[src/rtl/rg32_pkg.sv]
// ----------------------------------------------------------------------------
// rg32_pkg
// Shared types, sizes and command codes of the RadioGatun[32] sponge core.
// ----------------------------------------------------------------------------
package rg32_pkg;

	localparam int MILL_LEN     = 19;
	localparam int BELT_COLS    = 13;
	localparam int BELT_LEN     = 39;
	localparam int BLOCK_BYTES  = 12;
	localparam int FINAL_ROUNDS = 17;
	localparam int ROUNDS_W     = 5;

	typedef logic [MILL_LEN-1:0][31:0] mill_t;
	typedef logic [BELT_LEN-1:0][31:0] belt_t;

	// request modes
	typedef logic [1:0] mode_t;
	localparam mode_t MODE_ABSORB  = 2'd0;
	localparam mode_t MODE_FINAL   = 2'd1;
	localparam mode_t MODE_SQUEEZE = 2'd2;
	localparam mode_t MODE_CLEAR   = 2'd3;

	// datapath operations
	typedef logic [2:0] op_t;
	localparam op_t OP_NOP     = 3'd0;
	localparam op_t OP_ABSORB  = 3'd1;
	localparam op_t OP_PAD     = 3'd2;
	localparam op_t OP_SQUEEZE = 3'd3;
	localparam op_t OP_CLEAR   = 3'd4;
	localparam op_t OP_ROUND   = 3'd5;

	localparam logic [1:0] PHASE_RESET = 2'd2;
	localparam logic [7:0] PAD_BYTE    = 8'h01;

	typedef struct packed {
		op_t        op;
		logic [7:0] data;
	} cmd_t;

endpackage

[src/rtl/rg32_req_if.sv]
// ----------------------------------------------------------------------------
// rg32_req_if
// Request channel: mode and message byte with valid/ready.
// ----------------------------------------------------------------------------
interface rg32_req_if;
	import rg32_pkg::*;

	logic       valid;
	logic       ready;
	mode_t      mode;
	logic [7:0] data_byte;

	modport source (output valid, output mode, output data_byte, input ready);
	modport sink   (input valid, input mode, input data_byte, output ready);

endinterface

[src/rtl/rg32_rsp_if.sv]
// ----------------------------------------------------------------------------
// rg32_rsp_if
// Response channel: squeezed 32-bit word with valid/ready.
// ----------------------------------------------------------------------------
interface rg32_rsp_if;

	logic        valid;
	logic        ready;
	logic [31:0] out_word;

	modport source (output valid, output out_word, input ready);
	modport sink   (input valid, input out_word, output ready);

endinterface

[src/rtl/radiogatun32_sponge_core.sv]
// ----------------------------------------------------------------------------
// radiogatun32_sponge_core
// RadioGatun[32] sponge for hashing or keyed pseudo-random output.
//
//   channel | dir | payload                 | fires when
//   --------+-----+-------------------------+-------------------------
//   req     | in  | mode[1:0], data_byte[7:0] | req.valid && req.ready
//   rsp     | out | out_word[31:0]          | rsp.valid && rsp.ready
//
// The round unit computes a full belt-mill round combinationally, so a
// block-closing absorb costs nothing extra. Finalize injects the pad byte,
// then runs 17 rounds on the same round unit, with req.ready low meanwhile.
// A squeeze word waits in an output register; outside finalize, req stalls
// only while that word is held by rsp.ready.
// Reset clears mill, belt and byte position and sets the output phase to two.
// ----------------------------------------------------------------------------
module radiogatun32_sponge_core
	import rg32_pkg::*;
(
	input logic   clk,
	input logic   arst_n,
	rg32_req_if.sink   req,
	rg32_rsp_if.source rsp
);

	cmd_t cmd;

	rg32_ctrl u_ctrl (
		.clk       (clk),
		.arst_n    (arst_n),
		.req_valid (req.valid),
		.req_mode  (req.mode),
		.req_data  (req.data_byte),
		.req_ready (req.ready),
		.rsp_ready (rsp.ready),
		.rsp_valid (rsp.valid),
		.cmd       (cmd)
	);

	rg32_datapath u_datapath (
		.clk      (clk),
		.arst_n   (arst_n),
		.cmd      (cmd),
		.out_word (rsp.out_word)
	);

endmodule

[src/rtl/rg32_ctrl.sv]
// ----------------------------------------------------------------------------
// rg32_ctrl
// Sequencer: accepts requests, issues datapath commands, walks the
// finalize rounds and tracks the response register.
// ----------------------------------------------------------------------------
module rg32_ctrl
	import rg32_pkg::*;
(
	input  logic       clk,
	input  logic       arst_n,
	input  logic       req_valid,
	input  mode_t      req_mode,
	input  logic [7:0] req_data,
	output logic       req_ready,
	input  logic       rsp_ready,
	output logic       rsp_valid,
	output cmd_t       cmd
);

	localparam logic ST_IDLE  = 1'b0;
	localparam logic ST_FINAL = 1'b1;

	logic                state_q;
	logic [ROUNDS_W-1:0] rounds_q;
	logic                rsp_valid_q;
	logic                req_fire;

	assign req_ready = (state_q == ST_IDLE) && (!rsp_valid_q || rsp_ready);
	assign req_fire  = req_valid && req_ready;
	assign rsp_valid = rsp_valid_q;

	always_comb begin
		cmd.op   = OP_NOP;
		cmd.data = req_data;
		if (state_q == ST_FINAL) begin
			cmd.op = OP_ROUND;
		end else if (req_fire) begin
			case (req_mode)
				MODE_ABSORB:  cmd.op = OP_ABSORB;
				MODE_FINAL:   cmd.op = OP_PAD;
				MODE_SQUEEZE: cmd.op = OP_SQUEEZE;
				MODE_CLEAR:   cmd.op = OP_CLEAR;
				default:      cmd.op = OP_NOP;
			endcase
		end
	end

	always_ff @(posedge clk or negedge arst_n) begin
		if (!arst_n) begin
			state_q     <= ST_IDLE;
			rounds_q    <= '0;
			rsp_valid_q <= 1'b0;
		end else begin
			// drop the response once transferred, load a new one on squeeze
			rsp_valid_q <= (req_fire && req_mode == MODE_SQUEEZE) ||
				(rsp_valid_q && !rsp_ready);

			case (state_q)
				ST_IDLE: begin
					if (req_fire && req_mode == MODE_FINAL) begin
						rounds_q <= ROUNDS_W'(FINAL_ROUNDS);
						state_q  <= ST_FINAL;
					end
				end
				ST_FINAL: begin
					rounds_q <= rounds_q - 1'b1;
					if (rounds_q == ROUNDS_W'(1))
						state_q <= ST_IDLE;
				end
				default: state_q <= ST_IDLE;
			endcase
		end
	end

endmodule

[src/rtl/rg32_datapath.sv]
// ----------------------------------------------------------------------------
// rg32_datapath
// Mill and belt registers, byte injection, one belt-mill round per cycle,
// output phase and the response word register.
// ----------------------------------------------------------------------------
module rg32_datapath
	import rg32_pkg::*;
(
	input  logic        clk,
	input  logic        arst_n,
	input  cmd_t        cmd,
	output logic [31:0] out_word
);

	mill_t       mill_q, mill_i, mill_r, mill_sel;
	belt_t       belt_q, belt_i, belt_r, belt_fed;
	mill_t       tmp;
	logic [3:0]  pos_q, pos_p, pos_inc;
	logic [1:0]  phase_q, phase_nx;
	logic [7:0]  inj_byte;
	logic [31:0] inj_word;
	logic [31:0] out_word_q;
	logic        wrap;

	function automatic logic [31:0] rotr(logic [31:0] x, int unsigned n);
		logic [63:0] d;
		d = {x, x} >> n;
		return d[31:0];
	endfunction

	// byte injection: little-endian lane of belt row column 0 and mill word 16+row
	always_comb begin
		pos_p    = (pos_q >= 4'(BLOCK_BYTES)) ? 4'd0 : pos_q;
		pos_inc  = pos_p + 4'd1;
		wrap     = (pos_inc == 4'(BLOCK_BYTES));
		inj_byte = (cmd.op == OP_PAD) ? PAD_BYTE : cmd.data;
		inj_word = {24'd0, inj_byte} << {pos_p[1:0], 3'b000};
		mill_i   = mill_q;
		belt_i   = belt_q;
		if (cmd.op == OP_ABSORB || cmd.op == OP_PAD) begin
			case (pos_p[3:2])
				2'd0: begin
					belt_i[0]  = belt_q[0] ^ inj_word;
					mill_i[16] = mill_q[16] ^ inj_word;
				end
				2'd1: begin
					belt_i[BELT_COLS]  = belt_q[BELT_COLS] ^ inj_word;
					mill_i[17]         = mill_q[17] ^ inj_word;
				end
				2'd2: begin
					belt_i[2*BELT_COLS] = belt_q[2*BELT_COLS] ^ inj_word;
					mill_i[18]          = mill_q[18] ^ inj_word;
				end
				default: ;
			endcase
		end
	end

	// one belt-mill round
	always_comb begin
		int sh;
		int j;
		belt_fed = belt_i;
		for (int i = 0; i < 12; i++)
			belt_fed[(i % 3) * BELT_COLS + i] = belt_i[(i % 3) * BELT_COLS + i] ^ mill_i[i + 1];

		sh = 0;
		for (int i = 0; i < MILL_LEN; i++) begin
			j      = (7 * i) % MILL_LEN;
			sh     = (sh + i) & 31;
			tmp[i] = rotr(mill_i[j] ^ (mill_i[(j + 1) % MILL_LEN] | ~mill_i[(j + 2) % MILL_LEN]),
				sh);
		end

		for (int i = 0; i < MILL_LEN; i++)
			mill_r[i] = tmp[i] ^ tmp[(i + 1) % MILL_LEN] ^ tmp[(i + 4) % MILL_LEN];
		mill_r[0] = mill_r[0] ^ 32'd1;

		// each row turns by one column; the word that wraps feeds the mill
		for (int r = 0; r < 3; r++) begin
			for (int k = 1; k < BELT_COLS; k++)
				belt_r[r * BELT_COLS + k] = belt_fed[r * BELT_COLS + k - 1];
			belt_r[r * BELT_COLS] = belt_fed[r * BELT_COLS + BELT_COLS - 1];
			mill_r[13 + r] = mill_r[13 + r] ^ belt_fed[r * BELT_COLS + BELT_COLS - 1];
		end
	end

	assign phase_nx = phase_q ^ 2'b11;
	assign mill_sel = phase_q[1] ? mill_r : mill_q;

	always_ff @(posedge clk or negedge arst_n) begin
		if (!arst_n) begin
			mill_q  <= '0;
			belt_q  <= '0;
			pos_q   <= '0;
			phase_q <= PHASE_RESET;
		end else begin
			case (cmd.op)
				OP_ABSORB: begin
					mill_q <= wrap ? mill_r : mill_i;
					belt_q <= wrap ? belt_r : belt_i;
					pos_q  <= wrap ? 4'd0 : pos_inc;
				end
				OP_PAD: begin
					mill_q  <= mill_i;
					belt_q  <= belt_i;
					pos_q   <= 4'd0;
					phase_q <= PHASE_RESET;
				end
				OP_SQUEEZE: begin
					if (phase_q[1]) begin
						mill_q <= mill_r;
						belt_q <= belt_r;
					end
					phase_q <= phase_nx;
				end
				OP_ROUND: begin
					mill_q <= mill_r;
					belt_q <= belt_r;
				end
				OP_CLEAR: begin
					mill_q  <= '0;
					belt_q  <= '0;
					pos_q   <= '0;
					phase_q <= PHASE_RESET;
				end
				default: ;
			endcase
		end
	end

	always_ff @(posedge clk) begin
		if (cmd.op == OP_SQUEEZE)
			out_word_q <= mill_sel[{3'b000, phase_nx}];
	end

	assign out_word = out_word_q;

endmodule
[src/flat_wrapper.sv]
// flat-port wrapper written by rule: the top's interface ports become plain ports
module radiogatun32_sponge_core_flat import rg32_pkg::*;
  (clk, arst_n, req_valid, req_mode, req_data_byte, req_ready, rsp_valid, rsp_out_word, rsp_ready);
  rg32_req_if req_i ();
  rg32_rsp_if rsp_i ();
  input logic clk;
  input logic arst_n;
  input wire logic [$bits(req_i.valid)-1:0] req_valid;
  input wire logic [$bits(req_i.mode)-1:0] req_mode;
  input wire logic [$bits(req_i.data_byte)-1:0] req_data_byte;
  output wire logic [$bits(req_i.ready)-1:0] req_ready;
  output wire logic [$bits(rsp_i.valid)-1:0] rsp_valid;
  output wire logic [$bits(rsp_i.out_word)-1:0] rsp_out_word;
  input wire logic [$bits(rsp_i.ready)-1:0] rsp_ready;
  assign req_i.valid = req_valid;
  assign req_i.mode = req_mode;
  assign req_i.data_byte = req_data_byte;
  assign req_ready = req_i.ready;
  assign rsp_valid = rsp_i.valid;
  assign rsp_out_word = rsp_i.out_word;
  assign rsp_i.ready = rsp_ready;
  radiogatun32_sponge_core u_core (.clk(clk), .arst_n(arst_n), .req(req_i), .rsp(rsp_i));
endmodule
[config.mk]
export PLATFORM = sky130hd
export DESIGN_NAME = radiogatun32_sponge_core_flat
export DESIGN_NICKNAME = d
export VERILOG_FILES = /design/src/rtl/rg32_pkg.sv /design/src/rtl/rg32_req_if.sv /design/src/rtl/rg32_rsp_if.sv /design/src/rtl/radiogatun32_sponge_core.sv /design/src/rtl/rg32_ctrl.sv /design/src/rtl/rg32_datapath.sv /design/src/flat_wrapper.sv
export SDC_FILE = /design/constraint.sdc
export NUM_CORES = 2
export LEC_CHECK = 0
export BUFFER_PORTS_ARGS = -buffer_cell sky130_fd_sc_hd__buf_4
export CORE_MARGIN = 4
export CORE_UTILIZATION = 40
export DETAILED_ROUTE_END_ITERATION = 16
export PLACE_DENSITY = 0.54
export SLEW_MARGIN = 5
export SYNTH_ARGS = -nofsm -noshare
export SYNTH_HDL_FRONTEND = slang
export SYNTH_SLANG_ARGS = --single-unit
[constraint.sdc]
create_clock -name clk -period 7.4 [get_ports clk]
set_clock_uncertainty 0.05 [all_clocks]
set_input_delay 1.11 -clock clk [delete_from_list [all_inputs] [get_ports clk]]
set_output_delay 1.11 -clock clk [all_outputs]
set_load 0.01 [all_outputs]
# Yosys cells after proc, flatten, opt, wreduce, memory -nomap -nowiden
# Index checks and enable logic that the tools add are counted.
# Widths: inputs -> output; s select.
# totals
register_bits,1901
output_inout_bits,34
elab_cells,255
input_bits,14
# op_classes
n_mux,31
n_reduce_logical,20
magnitude_cmp,2
add_sub_neg,2
n_shift,1
bitwise_logic,120
n_eq_ne,15
# ops
op,n
$pmux 1248 s5,1
$pmux 608 s5,1
$mux 1248,2
$xor 32x32->32,78
$mux 608,2
$not 32->32,19
$or 32x32->32,19
$mux 32,10
$mux 96,1
$bmux 32 s2,1
$shl 8x5->32,1
$pmux 3 s4,1
$pmux 5 s2,1
$mux 4,2
$mux 8,1
$pmux 4 s2,1
$eq 2x2->1 const B,3
$eq 3x2->1 const B,2
$eq 3x3->1 const B,2
$lt 2x6->1 const B,1
$mux 3,2
$eq 5x1->1 const B,1
$logic_and 1x1->1,5
$mux 5,1
other kinds (23),33

# Longest topological paths before layout
# logic_depth
word_depth,21
depth_mapped,18
depth_no_buf,12

# Modules after synthesis
# Synthesis repeated with hierarchy kept, for this count alone.
# unflattened
cells_unflattened,9843
hier_area_um2,99917.1
# by_module_without_submodules
mod,instances,area_per_inst_um2,seq_area_each_um2,cells_per_inst
rg32_datapath,1,99407.8,47556.9,9790
rg32_ctrl,1,509.2,175.2,53

# Worst setup path after synthesis
# No wires, ideal clock.
# synth_path
path_kind,input -> register
from,in req_mode[0]
to,"reg u_core.u_datapath.out_word_q[2] (netlist: u_core.u_datapath.out_word[2]), data pin"
setup_ns,0.272
arrival_time_ns,3.833
setup_slack_ns,3.246
required_time_ns,7.078
path_buffers,4
path_stages,15
path_cell_list,inv_1 > ha_1 > buf_6 > or3_1 > buf_2 > and3_1 > buf_6 > nand2_4 > buf_6 > nor3_2 > o311ai_4 > a41oi_2 > xnor2_2 > xnor2_1 > mux4_2
# synth_via
elab_chain_len,18
word_cells_on_any_way,32
cone_classes,eq/ne: 5; shift: 1; mux: 11; bitwise: 13; reduce/logical: 2
# synth_lines
element,line,source
start: declaration,flat_wrapper.sv:9,input wire logic [$bits(req_i.mode)-1:0] req_mode;
"$eq 2x2->1, or another cell as far along",rg32_ctrl.sv:38,case (req_mode)
$pmux 3 s4 *,rg32_ctrl.sv:38,
$mux 3 *,rg32_ctrl.sv:37,end else if (req_fire) begin
$mux 3 *,rg32_ctrl.sv:35,if (state_q == ST_FINAL) begin
$eq 3x2->1,"rg32_datapath.sv:36, rg32_datapath.sv:40",
$mux 8,rg32_datapath.sv:36,inj_byte = (cmd.op == OP_PAD) ? PAD_BYTE : cmd.data;
$shl 8x5->32,rg32_datapath.sv:37,"inj_word = {24'd0, inj_byte} << {pos_p[1:0], 3'b000};"
$xor 32x32->32,rg32_datapath.sv:44,mill_i[16] = mill_q[16] ^ inj_word;
$mux 32,rg32_datapath.sv:41,case (pos_p[3:2])
$mux 96 *,rg32_datapath.sv:40,if (cmd.op == OP_ABSORB || cmd.op == OP_PAD) begin
$not 32->32,rg32_datapath.sv:71,"tmp[i] = rotr(mill_i[j] ^ (mill_i[(j + 1) % MILL_LEN] | ~mill_i[(j + 2) % MILL_LEN]),"
$or 32x32->32,rg32_datapath.sv:71,
$xor 32x32->32,rg32_datapath.sv:71,
$xor 32x32->32 (2 in series),rg32_datapath.sv:76,mill_r[i] = tmp[i] ^ tmp[(i + 1) % MILL_LEN] ^ tmp[(i + 4) % MILL_LEN];
$mux 608 *,n/a,
$bmux 32 s2 *,rg32_datapath.sv:134,"out_word_q <= mill_sel[{3'b000, phase_nx}];"
$mux 32 (not written as such) *,rg32_datapath.sv:134,
end signal: assignment,rg32_datapath.sv:134,
end: declaration,rg32_datapath.sv:22,logic [31:0] out_word_q;
# Mark *: on every way between the ends. The rest lies on a longest branch, timed or not. The select of a mux whose other input is x is not followed.
# A chain may end at the register's enable or synchronous reset.

# Worst setup path in the final report
# layout_path
from,in req_mode[0]
to,"reg u_core.u_datapath.out_word_q[20] (netlist: u_core.u_datapath.out_word[20]), data pin"
# Same word-level chain as after synthesis.

==> impl_results.md <==
- Final period util: 76.3%
- Max cap viols: 1
- Num Clock Sinks: 1901
- Compound-gate portion of the synthesized area: 16.8%
- Initial antenna violation count: 18
- Num CTS Buffers: 211
- Iter 0 DRT Violations: 9837
- Vias: 81600
- CTS tree: done
- Port bufs: 47
- Setup_tns: 0 ns
- Sequential fraction of the synthesis area: 47.1%
- Clk buf depth: 3
- Xor-xnor portion of the synthesized cell area: 21.8%
- Slew @ Worst Pin: 1.46 ns
- Die Y: 512 µm
- Hold crit path type: in2async
- Syn. warnings: 0
- Final Hold Viols: 0
- Net count, final: 10100
- Cell row count: 184
- Unique masters post-synth: 96
- WP data required: 8.00 ns
- Top Metal Used: met5
- Final wirelength: 505 mm
- Drt drc: 0
- Pre-Repair DR Iteration Count: 8
- Critical Path Max Stage Delay: 0.87 ns
- Post-synth EDFFs: 32
- Setup crit end kind: register
- Final min period: 5.65 ns
- All-Layer GR Usage: 37.9%
- Post-synthesis register bit count: 1901
- Net count after synthesis: 10200
- Setup bufs post-CTS: 0
- H-Tree Level Count: 4
- R2R cell count: 11
- Layout area overhead: 14.4%
- Syn Std Cell Area: 101000 µm²
- CP startpoint kind: primary input
- Worst path arrival time: 6.24 ns
- Unrepaired setup endpoints after global routing: false
- Fin. max-slew vios: 0
- Largest fanout on the critical path: 21
- CTS root buf: clkbuf_16
- Post-DP HPWL: 388 mm
- Failing checks: max-capacitance violations
- # setup viols final: 0
- Gate Count Post-Synth: 10100
- Routed len/inst: 37.0 µm
- Vias in the first global route: 77500
- Area share of fa/ha/maj cells after synthesis: 0.160%
- RD Place Congestion: 1.06
- Chip Width: 512 µm
- Largest net degree at the start of global routing: 205
- Grt total ovfl: 0
- Met3 wire length: 45.5 mm
- Post-Syn Area per Cell: 10.0 µm²
- Largest family of logic cells by synthesized area: XOR/XNOR gates
- Post-Synth Simple-Gate Area: 11.1%
- Slowest CP cell: xnor2_1
- CTS resizes: 0
- Clock-pin slew on the worst setup and hold paths: 0.07 ns
- Async S/R FF share, synth: 98.3%
- Status: complete, but fails checks
- Max-slew headroom: 1.76%
- Crit Path Class: in2reg
- Top FF cell, synth: dfrtp_1
- Met2 WL: 206 mm
- Clk_lat worst skew: 0.90 ns
- First-pass GRT wire length: 686 mm
- Achievable frequency: 0.177 GHz
- Routed Antenna Nets: 0
- Worst-path cell chain: buf_4 > inv_1 > ha_1 > nor4b_4 > nand3_1 > buf_4 > nand3_1 > or3_1 > a21oi_1 > xnor2_1 > buf_4 > xnor2_1 > xnor2_1 > a221o_1
- Vias per cell: 5.98
- Core region area: 252000 µm²
- Wire length on met1: 212 mm
- Top-level port count: 48
- Initial Util: 40.3%
- Proportion of layout cells with a drive suffix above 1: 10.6%
- Die footprint: 262000 µm²
- Post-synthesis mux area share: 0.338%
- Cts-stage hold buffer count: 0
cell type report:
type | instances | area [µm²]
well taps | 3348 | 4190
inverters | 54 | 203
flip-flops and latches | 1901 | 47700
fillers | 24000 | 136000
diodes | 12 | 30.0
repair buffers | 435 | 3760
multi-input cells | 7504 | 52600
clock inverters | 101 | 1460
clock buffers | 294 | 6030
cells in the mapped netlist (all sizes together) (10+ instances only):
master	n	area (µm²)
nand2	1220	4590
a22o	768	6730
edfxtp	32	961
o211ai	15	113
a31oi	43	282
a21oi	210	1060
a311oi	21	184
xor2	484	4270
nand3	60	310
or2	10	62.6
nand4	26	163
o21ai	1287	6450
nor3b	13	97.6
xnor3	13	293
a211oi	29	218
o221ai	32	280
or3	26	163
o22ai	36	225
mux2i	14	140
nor4	91	609
and2	21	131
buf	116	549
xnor2	1993	17500
nor2b	516	3230
a22oi	20	150
ha	13	163
and3	25	156
clkbuf	558	2100
o31ai	23	173
nand2b	30	188
nand3b	11	82.6
dfrtp	1868	46700
nor3	97	534
o32ai	32	280
a32oi	14	123
nor2	200	753
inv	54	203
routing by layer:
| metal | up-vias | global-route usage (%) |
|---|---|---|
| met5 | - | 0 |
| met1 | 42400 | 51.5 |
| met2 | 3653 | 52.9 |
| li1 | 34600 | - |
| met3 | 926 | 9.86 |
| met4 | 2 | 25.3 |
kinds of logic after synthesis:
| logic type | Yosys count |
|---|---|
| AO/OA/AOI/OAI | 2609 |
| XOR/XNOR | 2493 |
| AND/OR/NAND/NOR | 2363 |
| flip-flops | 1901 |
| buffers and inverters | 728 |
| multiplexers | 26 |
| adder cells (fa/ha/maj) | 13 |
path summary, 6_finish.rpt:
kind,from,to,slack [ns]
worst max-delay path,req_mode[0],u_core.u_datapath.out_word[20],1.75
worst min-delay path,arst_n,u_core.u_datapath.belt_fed[790],0.15
worst max register to register,u_core.u_ctrl.state_q,u_core.u_datapath.out_word[20],1.88
worst min register to register,u_core.u_datapath.belt_fed[226],u_core.u_datapath.belt_fed[258],0.39
max in group asynchronous,arst_n,u_core.u_datapath.belt_i[471],5.20
min in group clk,u_core.u_datapath.belt_fed[226],u_core.u_datapath.belt_fed[258],0.39
through the flow:
step                area (µm²)  util, %  worst slack [ns]  cells  hold WS, ns
finish                  116000     46.1              1.75  13600        0.148
global route            116000     46.0              1.75  13600        0.158
detailed placement      108000     43.1              1.10  13200        0.421
global placement        108000     43.1              1.08  13200        0.411
floorplan               101000        -              3.25  10100        0.401
CTS                     116000     46.0              1.98  13600        0.146
state kept, by name (all words and copies together) (netlist names):
name and flops:
u_core.u_datapath.pos_q 4, u_core.u_datapath.belt_fed 800, u_core.u_datapath.phase_q 2, u_core.u_datapath.belt_i 352, u_core.u_ctrl.rounds_q 5, u_core.u_datapath.mill_i 512, u_core.u_ctrl.state_q 1, u_core.u_ctrl.rsp_valid 1
u_core.u_datapath.mill_q 96, u_core.u_datapath.belt_q 96, u_core.u_datapath.out_word 32
placed cells by master (no fill, tap or decap), types with 24 or more instances in the layout:
cell type and count:
nor3_1 89, nand4_1 26, nand2b_1 29, or3_1 26, edfxtp_1 32, clkbuf_8 40
bufinv_16 24, xnor2_2 206, nor2_1 193, nand2_1 1216, o21ai_0 1246, dfrtp_1 1867
buf_12 38, nor4_1 85, nor2b_1 514, o21ai_1 35, and3_1 25, o221ai_1 32
o32ai_1 32, inv_1 52, clkbuf_1 41, xnor2_1 1787, clkinv_2 39, nand3_1 52
a21oi_1 207, a31oi_1 41, clkbuf_16 213, a211oi_1 28, o22ai_1 36, a22o_1 768
xor2_1 475, buf_4 396
critical path: cells and delay by family:
kind	cells	cell delay (ns)
AOI/OAI and AO/OA	2	0.48
and+or+nand+nor	4	1.73
buffers and inverters	4	0.97
adders and majority gates	1	0.77
xor gates and xnor gates	3	1.15
Power is not shown: default switching activity piles up to over one toggle a cycle in this logic, so the estimate is an artifact.
